<file path="config.mk">
export PLATFORM = sky130hd
export DESIGN_NAME = sd_card_init_sequencer_unit
export DESIGN_NICKNAME = d
export VERILOG_FILES = /design/src/rtl/sdi_pkg.sv /design/src/rtl/sdi_cfg_regs.sv /design/src/rtl/sdi_step.sv /design/src/rtl/sd_card_init_sequencer_unit.sv
export SDC_FILE = /design/constraint.sdc
export NUM_CORES = 1
export LEC_CHECK = 0
export BUFFER_PORTS_ARGS = -buffer_cell sky130_fd_sc_hd__buf_2
export CAP_MARGIN = 0
export CORE_ASPECT_RATIO = 1.25
export CORE_MARGIN = 2
export CORE_UTILIZATION = 32
export CTS_BUF_LIST = sky130_fd_sc_hd__clkbuf_8
export DETAILED_ROUTE_END_ITERATION = 8
export PLACE_DENSITY_LB_ADDON = 0.12
export SKIP_LAST_GASP = 1
export SLEW_MARGIN = 20
export SYNTH_ARGS = -nofsm -noshare
export SYNTH_HDL_FRONTEND = slang
export SYNTH_SLANG_ARGS = --single-unit
</file>
<file path="constraint.sdc">
create_clock -name clk -period 4.9 [get_ports clk]
set_clock_uncertainty 0.05 [all_clocks]
set_input_delay 0.98 -clock clk [delete_from_list [all_inputs] [get_ports clk]]
set_output_delay 0.98 -clock clk [all_outputs]
set_load 0.02 [all_outputs]
</file>
<file path="src/rtl/sdi_pkg.sv">
// Shared types and codes for the SD card bring-up sequencer.
`default_nettype none

package sdi_pkg;

  // Configuration register indexes
  localparam logic [2:0] REG_BLOCK_LENGTH  = 3'd0;
  localparam logic [2:0] REG_SETTLE_BASE   = 3'd1;
  localparam logic [2:0] REG_SETTLE_STEP   = 3'd2;
  localparam logic [2:0] REG_MAX_ATTEMPTS  = 3'd3;
  localparam logic [2:0] REG_MAX_POLLS     = 3'd4;

  localparam int CFG_ADDR_W = 3;
  localparam int CFG_DATA_W = 16;

  // Register reset values
  localparam logic [12:0] RST_BLOCK_LENGTH = 13'd512;
  localparam logic [15:0] RST_SETTLE_BASE  = 16'd10000;
  localparam logic [15:0] RST_SETTLE_STEP  = 16'd15000;
  localparam logic [2:0]  RST_MAX_ATTEMPTS = 3'd6;
  localparam logic [9:0]  RST_MAX_POLLS    = 10'd1000;

  // Sequencer phases
  localparam logic [3:0] PH_IDLE     = 4'd0;
  localparam logic [3:0] PH_RESET    = 4'd1;
  localparam logic [3:0] PH_CLOCK    = 4'd2;
  localparam logic [3:0] PH_POWER    = 4'd3;
  localparam logic [3:0] PH_CMD0     = 4'd4;
  localparam logic [3:0] PH_IDLEWAIT = 4'd5;
  localparam logic [3:0] PH_CMD8     = 4'd6;
  localparam logic [3:0] PH_CMD55    = 4'd7;
  localparam logic [3:0] PH_ACMD41   = 4'd8;
  localparam logic [3:0] PH_POLLWAIT = 4'd9;
  localparam logic [3:0] PH_CMD2     = 4'd10;
  localparam logic [3:0] PH_CMD3     = 4'd11;
  localparam logic [3:0] PH_CMD7     = 4'd12;
  localparam logic [3:0] PH_CMD16    = 4'd13;
  localparam logic [3:0] PH_DONE     = 4'd14;
  localparam logic [3:0] PH_FAILED   = 4'd15;

  // Actions
  localparam logic [2:0] ACT_RESET  = 3'd0;
  localparam logic [2:0] ACT_CLOCK  = 3'd1;
  localparam logic [2:0] ACT_POWER  = 3'd2;
  localparam logic [2:0] ACT_DELAY  = 3'd3;
  localparam logic [2:0] ACT_CMD    = 3'd4;
  localparam logic [2:0] ACT_DONE   = 3'd5;
  localparam logic [2:0] ACT_FAIL   = 3'd6;
  localparam logic [2:0] ACT_IGNORE = 3'd7;

  // Input kinds
  localparam logic EV_START    = 1'b0;
  localparam logic EV_COMPLETE = 1'b1;

  // Failure codes
  localparam logic [3:0] FC_NONE     = 4'd0;
  localparam logic [3:0] FC_RESET    = 4'd1;
  localparam logic [3:0] FC_CLOCK    = 4'd2;
  localparam logic [3:0] FC_IFCOND   = 4'd3;
  localparam logic [3:0] FC_ECHO     = 4'd4;
  localparam logic [3:0] FC_NOTREADY = 4'd5;
  localparam logic [3:0] FC_CID      = 4'd6;
  localparam logic [3:0] FC_RCA      = 4'd7;
  localparam logic [3:0] FC_SELECT   = 4'd8;
  localparam logic [3:0] FC_BLOCKLEN = 4'd9;

  // Command words and fixed arguments
  localparam logic [31:0] CW_CMD0      = 32'h0000_0000;
  localparam logic [31:0] CW_CMD8      = 32'h0802_0000;
  localparam logic [31:0] CW_CMD55     = 32'h3702_0000;
  localparam logic [31:0] CW_ACMD41    = 32'h2902_0000;
  localparam logic [31:0] CW_CMD2      = 32'h0201_0000;
  localparam logic [31:0] CW_CMD3      = 32'h0302_0000;
  localparam logic [31:0] CW_CMD7      = 32'h0703_0000;
  localparam logic [31:0] CW_CMD16     = 32'h1002_0000;
  localparam logic [31:0] CW_CLOCK_CTL = 32'h000E_0081;
  localparam logic [31:0] ARG_IF_COND  = 32'h0000_01AA;
  localparam logic [31:0] ARG_OP_COND  = 32'h40FF_8000;
  localparam logic [18:0] DLY_IDLE_US  = 19'd2000;
  localparam logic [18:0] DLY_POLL_US  = 19'd1000;

  typedef struct packed {
    logic [12:0] block_length;
    logic [15:0] settle_base_us;
    logic [15:0] settle_step_us;
    logic [2:0]  max_attempts;
    logic [9:0]  max_op_cond_polls;
  } sdi_cfg_t;

  typedef struct packed {
    logic [3:0]  phase;
    logic [2:0]  attempt_count;
    logic [9:0]  poll_count;
    logic [15:0] card_address;
    logic        card_ready;
    logic [3:0]  last_failure;
  } sdi_state_t;

  typedef struct packed {
    logic [2:0]  action;
    logic [31:0] command_word;
    logic [31:0] argument;
    logic [18:0] delay_us;
    logic [2:0]  attempt_number;
    logic [3:0]  failure_code;
  } sdi_result_t;

endpackage

`default_nettype wire

</file>
<file path="src/rtl/sdi_cfg_regs.sv">
// Configuration register file of the SD card bring-up sequencer.
`default_nettype none

module sdi_cfg_regs (
  input  wire logic                           clk,
  input  wire logic                           rst_n,
  input  wire logic                           cfg_we,
  input  wire logic [sdi_pkg::CFG_ADDR_W-1:0] cfg_addr,
  input  wire logic [sdi_pkg::CFG_DATA_W-1:0] cfg_wdata,
  output sdi_pkg::sdi_cfg_t                   cfg
);
  import sdi_pkg::*;

  sdi_cfg_t cfg_r;

  always_ff @(posedge clk) begin
    if (!rst_n) begin
      cfg_r.block_length      <= RST_BLOCK_LENGTH;
      cfg_r.settle_base_us    <= RST_SETTLE_BASE;
      cfg_r.settle_step_us    <= RST_SETTLE_STEP;
      cfg_r.max_attempts      <= RST_MAX_ATTEMPTS;
      cfg_r.max_op_cond_polls <= RST_MAX_POLLS;
    end else if (cfg_we) begin
      case (cfg_addr)
        REG_BLOCK_LENGTH: cfg_r.block_length      <= cfg_wdata[12:0];
        REG_SETTLE_BASE:  cfg_r.settle_base_us    <= cfg_wdata;
        REG_SETTLE_STEP:  cfg_r.settle_step_us    <= cfg_wdata;
        REG_MAX_ATTEMPTS: cfg_r.max_attempts      <= cfg_wdata[2:0];
        REG_MAX_POLLS:    cfg_r.max_op_cond_polls <= cfg_wdata[9:0];
        default: ;
      endcase
    end
  end

  assign cfg = cfg_r;

endmodule

`default_nettype wire

</file>
<file path="src/rtl/sdi_step.sv">
// Next-state and next-action logic for one sequencer event.
`default_nettype none

module sdi_step (
  input  wire logic          ev_cmd,
  input  wire logic          ev_ok,
  input  wire logic [31:0]   ev_resp,
  input  wire sdi_pkg::sdi_cfg_t   cfg,
  input  wire sdi_pkg::sdi_state_t st,
  output sdi_pkg::sdi_state_t st_nxt,
  output sdi_pkg::sdi_result_t res
);
  import sdi_pkg::*;

  logic [2:0]  fail_att;
  logic        fail_final;
  logic [9:0]  poll_inc;
  logic [18:0] settle_us;
  logic        do_fail;
  logic [3:0]  fail_code;
  logic        rdy_bit;

  assign fail_att   = st.attempt_count + 3'd1;
  // zero wrap counts as exhausted, which also makes a limit of 0 act as 1
  assign fail_final = (fail_att >= cfg.max_attempts) || (fail_att == 3'd0);
  assign poll_inc   = st.poll_count + 10'd1;
  assign settle_us  = 19'(cfg.settle_base_us)
                    + 19'(cfg.settle_step_us) * 19'(st.attempt_count);
  assign rdy_bit    = ev_resp[31];

  always_comb begin
    st_nxt           = st;
    res.action       = ACT_IGNORE;
    res.command_word = '0;
    res.argument     = '0;
    res.delay_us     = '0;
    do_fail          = 1'b0;
    fail_code        = FC_NONE;

    if (ev_cmd == EV_START) begin
      if (st.card_ready) begin
        res.action = ACT_DONE;
      end else if (st.phase inside {PH_IDLE, PH_DONE, PH_FAILED}) begin
        st_nxt.attempt_count = '0;
        st_nxt.last_failure  = FC_NONE;
        st_nxt.phase         = PH_RESET;
        st_nxt.poll_count    = '0;
        res.action           = ACT_RESET;
      end
    end else begin
      case (st.phase)
        PH_RESET: begin
          if (!ev_ok) begin
            do_fail = 1'b1; fail_code = FC_RESET;
          end else begin
            st_nxt.phase     = PH_CLOCK;
            res.action       = ACT_CLOCK;
            res.command_word = CW_CLOCK_CTL;
          end
        end
        PH_CLOCK: begin
          if (!ev_ok) begin
            do_fail = 1'b1; fail_code = FC_CLOCK;
          end else begin
            st_nxt.phase = PH_POWER;
            res.action   = ACT_POWER;
            res.delay_us = settle_us;
          end
        end
        PH_POWER: begin
          st_nxt.phase     = PH_CMD0;
          res.action       = ACT_CMD;
          res.command_word = CW_CMD0;
        end
        PH_CMD0: begin
          st_nxt.phase = PH_IDLEWAIT;
          res.action   = ACT_DELAY;
          res.delay_us = DLY_IDLE_US;
        end
        PH_IDLEWAIT: begin
          st_nxt.phase     = PH_CMD8;
          res.action       = ACT_CMD;
          res.command_word = CW_CMD8;
          res.argument     = ARG_IF_COND;
        end
        PH_CMD8: begin
          if (!ev_ok) begin
            do_fail = 1'b1; fail_code = FC_IFCOND;
          end else if (ev_resp != ARG_IF_COND) begin
            do_fail = 1'b1; fail_code = FC_ECHO;
          end else begin
            st_nxt.poll_count = '0;
            st_nxt.phase      = PH_CMD55;
            res.action        = ACT_CMD;
            res.command_word  = CW_CMD55;
          end
        end
        PH_CMD55: begin
          if (!ev_ok) begin
            do_fail = 1'b1; fail_code = FC_NOTREADY;
          end else begin
            st_nxt.phase     = PH_ACMD41;
            res.action       = ACT_CMD;
            res.command_word = CW_ACMD41;
            res.argument     = ARG_OP_COND;
          end
        end
        PH_ACMD41: begin
          if (!ev_ok) begin
            do_fail = 1'b1; fail_code = FC_NOTREADY;
          end else if (rdy_bit) begin
            st_nxt.phase     = PH_CMD2;
            res.action       = ACT_CMD;
            res.command_word = CW_CMD2;
          end else begin
            st_nxt.poll_count = poll_inc;
            if (poll_inc >= cfg.max_op_cond_polls || poll_inc == 10'd0) begin
              do_fail = 1'b1; fail_code = FC_NOTREADY;
            end else begin
              st_nxt.phase = PH_POLLWAIT;
              res.action   = ACT_DELAY;
              res.delay_us = DLY_POLL_US;
            end
          end
        end
        PH_POLLWAIT: begin
          st_nxt.phase     = PH_CMD55;
          res.action       = ACT_CMD;
          res.command_word = CW_CMD55;
        end
        PH_CMD2: begin
          if (!ev_ok) begin
            do_fail = 1'b1; fail_code = FC_CID;
          end else begin
            st_nxt.phase     = PH_CMD3;
            res.action       = ACT_CMD;
            res.command_word = CW_CMD3;
          end
        end
        PH_CMD3: begin
          if (!ev_ok) begin
            do_fail = 1'b1; fail_code = FC_RCA;
          end else begin
            st_nxt.card_address = ev_resp[31:16];
            st_nxt.phase        = PH_CMD7;
            res.action          = ACT_CMD;
            res.command_word    = CW_CMD7;
            res.argument        = {ev_resp[31:16], 16'h0000};
          end
        end
        PH_CMD7: begin
          if (!ev_ok) begin
            do_fail = 1'b1; fail_code = FC_SELECT;
          end else begin
            st_nxt.phase     = PH_CMD16;
            res.action       = ACT_CMD;
            res.command_word = CW_CMD16;
            res.argument     = 32'(cfg.block_length);
          end
        end
        PH_CMD16: begin
          if (!ev_ok) begin
            do_fail = 1'b1; fail_code = FC_BLOCKLEN;
          end else begin
            st_nxt.card_ready   = 1'b1;
            st_nxt.last_failure = FC_NONE;
            st_nxt.phase        = PH_DONE;
            res.action          = ACT_DONE;
          end
        end
        default: ;
      endcase
    end

    // common failure path: count the attempt, retry or give up
    if (do_fail) begin
      st_nxt.last_failure  = fail_code;
      st_nxt.attempt_count = fail_att;
      if (fail_final) begin
        st_nxt.phase = PH_FAILED;
        res.action   = ACT_FAIL;
      end else begin
        st_nxt.phase      = PH_RESET;
        st_nxt.poll_count = '0;
        res.action        = ACT_RESET;
      end
    end

    res.attempt_number = st_nxt.attempt_count;
    res.failure_code   = st_nxt.last_failure;
  end

endmodule

`default_nettype wire

</file>
<file path="src/rtl/sd_card_init_sequencer_unit.sv">
// Top level of the SD card bring-up sequencer.
`default_nettype none

// Channel   Dir  Payload                                             Handshake
// in_       in   tuser: cmd; tdata: ok, response (+7 pad bits)       tvalid/tready
// out_      out  tuser: action; tdata: command_word, argument,
//                delay_us, attempt_number, failure_code (+6 pad)     tvalid/tready
// cfg_      in   cfg_addr selects register, cfg_wdata                cfg_we, no wait
//
// One event in, one action out. An event is held in an input register,
// then the phase logic writes the result register and the sequencer state
// on the same edge. A new transaction is taken every cycle; throughput is
// set only by the output side. A stalled result holds the result register
// and the input register, so nothing is dropped. Reset (synchronous) puts
// the sequencer idle and loads register defaults; there is no clearing pass.

module sd_card_init_sequencer_unit (
  input  wire logic                           clk,
  input  wire logic                           rst_n,
  // event input
  input  wire logic                           in_tvalid,
  output logic                                in_tready,
  input  wire logic [39:0]                    in_tdata,   // [0] ok, [32:1] response
  input  wire logic                           in_tuser,   // [0] cmd
  // action output
  output logic                                out_tvalid,
  input  wire logic                           out_tready,
  output logic [95:0]                         out_tdata,  // [31:0] command_word,
                                                          // [63:32] argument,
                                                          // [82:64] delay_us,
                                                          // [85:83] attempt_number,
                                                          // [89:86] failure_code
  output logic [2:0]                          out_tuser,  // [2:0] action
  // configuration writes
  input  wire logic                           cfg_we,
  input  wire logic [sdi_pkg::CFG_ADDR_W-1:0] cfg_addr,
  input  wire logic [sdi_pkg::CFG_DATA_W-1:0] cfg_wdata
);
  import sdi_pkg::*;

  sdi_cfg_t    cfg;
  sdi_state_t  st_r, st_nxt;
  sdi_result_t res, res_r;

  // input register
  logic        s1_valid_r;
  logic        s1_cmd_r;
  logic        s1_ok_r;
  logic [31:0] s1_resp_r;
  logic        s1_adv;

  // result register
  logic        out_valid_r;

  sdi_cfg_regs u_cfg (
    .clk       (clk),
    .rst_n     (rst_n),
    .cfg_we    (cfg_we),
    .cfg_addr  (cfg_addr),
    .cfg_wdata (cfg_wdata),
    .cfg       (cfg)
  );

  sdi_step u_step (
    .ev_cmd  (s1_cmd_r),
    .ev_ok   (s1_ok_r),
    .ev_resp (s1_resp_r),
    .cfg     (cfg),
    .st      (st_r),
    .st_nxt  (st_nxt),
    .res     (res)
  );

  // the held event moves on when the result slot is free or being drained
  assign s1_adv    = s1_valid_r && (!out_valid_r || out_tready);
  assign in_tready = !s1_valid_r || s1_adv;

  always_ff @(posedge clk) begin
    if (!rst_n) begin
      s1_valid_r <= 1'b0;
    end else if (in_tready) begin
      s1_valid_r <= in_tvalid;
    end
  end

  always_ff @(posedge clk) begin
    if (in_tready && in_tvalid) begin
      s1_cmd_r  <= in_tuser;
      s1_ok_r   <= in_tdata[0];
      s1_resp_r <= in_tdata[32:1];
    end
  end

  // sequencer state commits together with the result it produced
  always_ff @(posedge clk) begin
    if (!rst_n) begin
      st_r.phase         <= PH_IDLE;
      st_r.attempt_count <= '0;
      st_r.poll_count    <= '0;
      st_r.card_address  <= '0;
      st_r.card_ready    <= 1'b0;
      st_r.last_failure  <= FC_NONE;
    end else if (s1_adv) begin
      st_r <= st_nxt;
    end
  end

  always_ff @(posedge clk) begin
    if (!rst_n) begin
      out_valid_r <= 1'b0;
    end else if (s1_adv) begin
      out_valid_r <= 1'b1;
    end else if (out_tready) begin
      out_valid_r <= 1'b0;
    end
  end

  always_ff @(posedge clk) begin
    if (s1_adv) begin
      res_r <= res;
    end
  end

  assign out_tvalid = out_valid_r;
  assign out_tuser  = res_r.action;
  assign out_tdata  = {6'b0, res_r.failure_code, res_r.attempt_number,
                       res_r.delay_us, res_r.argument, res_r.command_word};

  // --- checks ---
  a_fail_has_code: assert property (@(posedge clk) disable iff (!rst_n)
    (out_valid_r && res_r.action == ACT_FAIL) |-> (res_r.failure_code != FC_NONE))
    else $error("failed action without a failure code");

  a_done_clean: assert property (@(posedge clk) disable iff (!rst_n)
    (out_valid_r && res_r.action == ACT_DONE) |-> (res_r.failure_code == FC_NONE))
    else $error("done action with a stale failure code");

  a_ready_phase: assert property (@(posedge clk) disable iff (!rst_n)
    st_r.card_ready |-> (st_r.phase == PH_DONE))
    else $error("card ready outside the done phase");

  a_hold_event: assert property (@(posedge clk) disable iff (!rst_n)
    (s1_valid_r && !s1_adv) |=> (s1_valid_r && $stable(s1_resp_r) && $stable(s1_cmd_r)))
    else $error("held event lost while result stalled");

endmodule

`default_nettype wire

</file>
**Word level (Yosys, flattened, before mapping)**

Index checks and enable logic that the tools add are counted.

- Flip-flop bits (word level): 209
- Bits of input ports: 65
- Output and inout bits: 101
- Word-level logic and storage cells: 166

- Eq/ne operators: 33
- Add/sub/neg operators: 3
- Order comparisons: 2
- $mul: 1
- Mux-type cells: 82
- Reductions and logical operators: 24

Operators by type and width:

| cell | count |
|---|---|
| 32-bit one-hot mux with 9 select lines | 1 |
| 66-bit 2-to-1 mux | 3 |
| 32-bit one-hot mux with 4 select lines | 1 |
| 35-bit 2-to-1 mux | 3 |
| 4-bit 2-to-1 mux | 24 |
| 10-bit 2-to-1 mux | 7 |
| 34-bit 2-to-1 mux | 2 |
| 19-bit 2-to-1 mux | 3 |
| 19-bit one-hot mux with 3 select lines | 1 |
| 4-bit one-hot mux with 13 select lines | 1 |
| 17-bit 2-to-1 mux | 3 |
| 3-bit 2-to-1 mux | 16 |
| 4-bit by 3-bit != test with 1-bit output (second input constant) | 10 |
| 4-bit one-hot mux with 9 select lines | 1 |
| 3-bit one-hot mux with 11 select lines | 1 |
| 4-bit equality test (second input constant) | 8 |
| 32-bit by 9-bit != test with 1-bit output (second input constant) | 1 |
| 26-bit 2-to-1 mux | 1 |
| 10-bit one-hot mux with 2 select lines | 1 |
| 16-bit by 19-bit adder with 19-bit output | 1 |
| 16-bit by 3-bit multiplier with 19-bit output | 1 |
| 4-bit by 3-bit equality test with 1-bit output (second input constant) | 4 |
| 15-bit by 1-bit != test with 1-bit output (second input constant) | 1 |
| 15-bit AND reduction | 1 |
| 26 further kinds | 49 |

**Logic depth before layout (Yosys ltp)**

- Depth after elaboration: 10
- Mapped depth: 15
- Mapped depth without buffers: 14

**Hierarchy**

From an unflattened synthesis, not the netlist that was laid out.

- Cell total of the unflattened synthesis: 1209
- Area, all modules: 12144.1 µm²

By module, submodules not included:

| module | cells each | times used | seq. area each (µm²) | area an instance (µm²) |
|---|---|---|---|---|
| sd_card_init_sequencer_unit | 309 | 1 | 4614.4 | 5472.7 |
| sdi_step | 675 | 1 | 0.0 | 4354.2 |
| sdi_cfg_regs | 225 | 1 | 1161.1 | 2317.2 |

**Worst setup path before layout**

OpenSTA, ideal clock, no wires.

- Path kind: reg2reg
- Start: register st_r[33] (netlist bit)
- End: register res_r (netlist bit out_tdata[80]) (data pin)
- Buffers on the path: 2
- Library setup time: 0.263 ns
- Clock period less this slack: 4.302 ns
- Slack: 0.598 ns
- Required time: 4.587 ns
- Stages on the path, launching flop included: 15
- Data arrival time: 3.989 ns
- Cells stage by stage: dfxtp_1 > clkbuf_1 > clkbuf_1 > nand2_1 > fa_1 > inv_1 > fa_1 > ha_1 > a2111o_1 > a211o_1 > and3_1 > o31a_1 > o41ai_1 > xor2_1 > nor2_1

- Longest elaborated chain between the ends: 4

RTL lines:

| item | line | source |
|---|---|---|
| from (decl) | sd_card_init_sequencer_unit.sv:42 | `sdi_state_t st_r, st_nxt;` |
| from (signal assigned) | sd_card_init_sequencer_unit.sv:104 | `st_r <= st_nxt;` |
| 16-bit by 3-bit multiplier with 19-bit output | sdi_step.sv:28 | `+ 19'(cfg.settle_step_us) * 19'(st.attempt_count);` |
| 16-bit by 19-bit adder with 19-bit output | sdi_step.sv:28 |  |
| 19-bit 2-to-1 mux | sdi_step.sv:62 | `if (!ev_ok) begin` |
| 19-bit one-hot mux with 3 select lines | sdi_step.sv:51 | `case (st.phase)` |
| to (signal assigned) | sd_card_init_sequencer_unit.sv:120 | `res_r <= res;` |
| to (decl) | sd_card_init_sequencer_unit.sv:43 | `sdi_result_t res, res_r;` |

Every way passes these cells.
A chain may end at the register's enable or synchronous reset.

**Worst setup path after layout**

- Start: register st_r[31] (netlist bit)
- End: register res_r (netlist bit out_tdata[82]) (data pin)

Same word-level chain as after synthesis.

==> results.toml <==
[clock_tree]
cts_tree = "built"
htree_levels = 4
cts.path.max_buffers = 2
post_cts_resize_count = 0
cts_setup_buffers = 0
clkTransAtPathRegs_ps = 110
hold_buffers = 0
cts_buffers = 17
clockRootBuffer = "clkbuf_8"
clock_sinks = 184
clk_latency_ps = 480

[worst_setup_path]
reg2reg_from = "st_r[31]"
crit_path_start_kind = "flip-flop"
r2r_end = "out_tdata[82]"
reg2reg_depth = 12
critPathRequiredTime_ps = 5080
path_buf_inv = 1
critPathSlowestCell = "dfxtp_1"
crit_chain = "nand2_1 -> fa_1 -> inv_1 -> fa_1 -> ha_1 -> a2111o_1 -> a211o_1 -> and3_1 -> o31a_1 -> o41ai_1 -> xor2_1 -> nor2_1"
max_stage_delay_ps = 690
worst-r2r-setup-slack_ps = 520
crit_type = "reg -> reg"
crit_family = "compound AO/OA/AOI/OAI gates"
cp_common_cell = "fa_1"
arrival_ps = 4570
critPathCaptureType = "flip-flop"
path_max_fanout = 15

[synth]
synth_cells = 1058
synth.area.mux_share_pct = 1.231
yosys_most_used_dff = "edfxtp_1"
ys_seq_area_share_pct = 46.75
synth_edf_count = 102
synth_compound_area_share_pct = 13.71
synth-adder-area-share_pct = 10.62
avgSynthCellArea_um2 = 9.512
synth-simple-area-share_pct = 19.18
synth_area_um2 = 10060
synth-xor-area-share_pct = 1.741
ys_top_cells_by_area = "edfxtp_1 30%, dfxtp_1 16%, nand2_1 7.8%"
synth.yosys.warnings = 0
synth.distinct_cells = 75
yosysTopAreaCell = "edfxtp_1"
synth_top_area_share_pct = 30.44
async_reset_ff_share_pct = 0
synth_top_family_by_area = "simple AND/OR/NAND/NOR gates"
synth-seq-cells = 184

[pwr]
power_leakage_uw = 0.004640
irDropWorstVdd_v = 0.0001388
pwr_density_cell_nw_per_um2 = 276.3

[timing]
drv_slew = 0
fin_crit_sh_pct = 89.45
layout_setup_ws_ps = 516.9
hold_violations = 0
max_freq_ghz = 0.2281
finalCriticalPeriod_ps = 4383
tns_ps = 0
finalSetupViolations = 0
worst_slew_pin_slew_ps = 964.3
slew_headroom_pct = 35.18
rsz0062_at_grt = "false"

[hold_path]
hp-class = "reg -> reg"
min_path_cells = 2
holdPathEnd = "u_cfg.cfg[51]"
hp-start = "u_cfg.cfg[51]"

[place]
hpwl_um = 19510
dpl.cell_count = 1553
port_buffers = 130
place.gp.congestion = 0.8376
dp_slack_ps = 533.4

[floorplan]
rows = 72
start_util_pct = 32.47
die_h_um = 202.3
core_um2 = 30990
dieArea_um2 = 32890
die_x_um = 162.6
io_pins = 166

[global_route]
antenna_found_initial = 1
grt_max_degree = 40
grt_pass1_vias = 7679
grt_usage_pct = 16.27
grt_pass1_wl_um = 41570
overflow = 0

[layout]
final_common_cell = "nand2_1"
n_fill_cell = 3251
antennaDiodeCount = 0
areaGrowthSynthToFinish_pct = 13.19
final_cell_mix = "208 x nand2_1, 130 x buf_2, 102 x edfxtp_1"
nets = 1298
instances_no_fill = 1585
layout-drive-gt1-share_pct = 16.81

[route]
wl_per_cell_um = 16.51
vias_per_cell = 4.855
ant_nets = 0
drt_iter0_markers = 359
drt_pass1_iterations = 4
vias = 7695
wl_um = 26160
drc = 0

[run]
max_cap_viol_count = 0

[run_status]
status = "complete, no violations"
==> kinds of logic after synthesis <==
| family | Yosys count |
|---|---|
| AO/OA/AOI/OAI | 212 |
| multiplexers | 12 |
| AND/OR/NAND/NOR | 415 |
| other | 1 |
| XOR/XNOR | 20 |
| flip-flops | 184 |
| buffers and inverters | 146 |
| adder cells (fa/ha/maj) | 68 |
==> power breakdown <==
part | switching, µW | internal [µW]
logic | 280 | 143
clock network | 626 | 372
registers | 38.5 | 1690
total | 944 | 2200
==> how the worst max path moves through the flow <==
stage                     cells after the start  startpoint       endpoint  slack, ps
after floorplan                              14    st_r[33]  out_tdata[80]        600
after global placement                       12    st_r[31]  out_tdata[80]        600
after detailed placement                     12    st_r[31]  out_tdata[82]        530
after CTS                                    12    st_r[31]  out_tdata[82]        520
after global routing                         12    st_r[31]  out_tdata[82]        320
final                                        12    st_r[31]  out_tdata[82]        520
==> layer usage <==
layer  vias to the layer above  wire, µm  GRT usage (%)
met3                        38      1223          3.160
met4                         2       531          5.499
met2                       177     13570          28.98
met1                      3643     10830          19.54
met5                         -         7              0
li1                       3835         -              -
==> synthesized netlist by cell type, types with 3 or more instances <==
master     count
a211oi_1       8
a21o_1        11
a21oi_1       88
a221oi_1       4
a31oi_1       11
and2_1        29
and3_1         8
buf_1          9
buf_2          4
buf_4         31
clkbuf_1      40
dfxtp_1       82
edfxtp_1     102
fa_1          29
ha_1          39
inv_1         57
mux2i_1        9
nand2_1      208
nand2b_1      18
nand3_1       34
nand3b_1       4
nand4_1        9
nor2_1        56
nor2b_1        7
nor3_1        11
nor4_1         9
nor4b_1        3
o2111ai_1      4
o211ai_1      11
o21a_1         6
o21ai_0       33
o21ba_2        3
or3_1          4
xnor2_1       12
xor2_1         8
==> stage by stage <==
step | cell area (µm²) | hold WS (ps) | util [%] | power (µW)
4_1_cts | 11380 | 408.7 | 36.74 | 3208
6_report | 11390 | 406.2 | 36.76 | 3148
2_1_floorplan | 10160 | 381.7 | - | 2060
3_3_place_gp | 11010 | 390.3 | 35.53 | 2189
3_5_place_dp | 11010 | 392.8 | 35.53 | 2190
5_1_grt | 11390 | 425.9 | 36.76 | 3312
==> registers in the layout, indices dropped and copies added (netlist names), 3 cells and up <==
| register | count |
|---|---|
| s1_resp_r | 32 |
| u_cfg.cfg | 58 |
| st_r | 22 |
| out_tuser | 3 |
| out_tdata | 65 |
==> area by class of cell <==
| class | instances | area (µm²) | area share [%] |
|---|---|---|---|
| repair buffers | 146 | 770.7 | 6.766 |
| multi-input cells | 755 | 4802 | 42.16 |
| flip-flops and latches | 184 | 4705 | 41.30 |
| well taps | 407 | 509.2 | 4.471 |
| clock inverters | 15 | 140.1 | 1.230 |
| clock buffers | 17 | 234.0 | 2.054 |
| inverters | 61 | 230.2 | 2.021 |
==> worst min-delay path: cells and delay by family, from the launching register on <==
| kind | cells | cell delay [ps] |
|---|---|---|
| flip-flops | 1 | 320 |
| AND/OR/NAND/NOR | 1 | 50 |
| AO/OA/AOI/OAI | 1 | 50 |
Note: power is estimated with default switching activity, not from simulation.
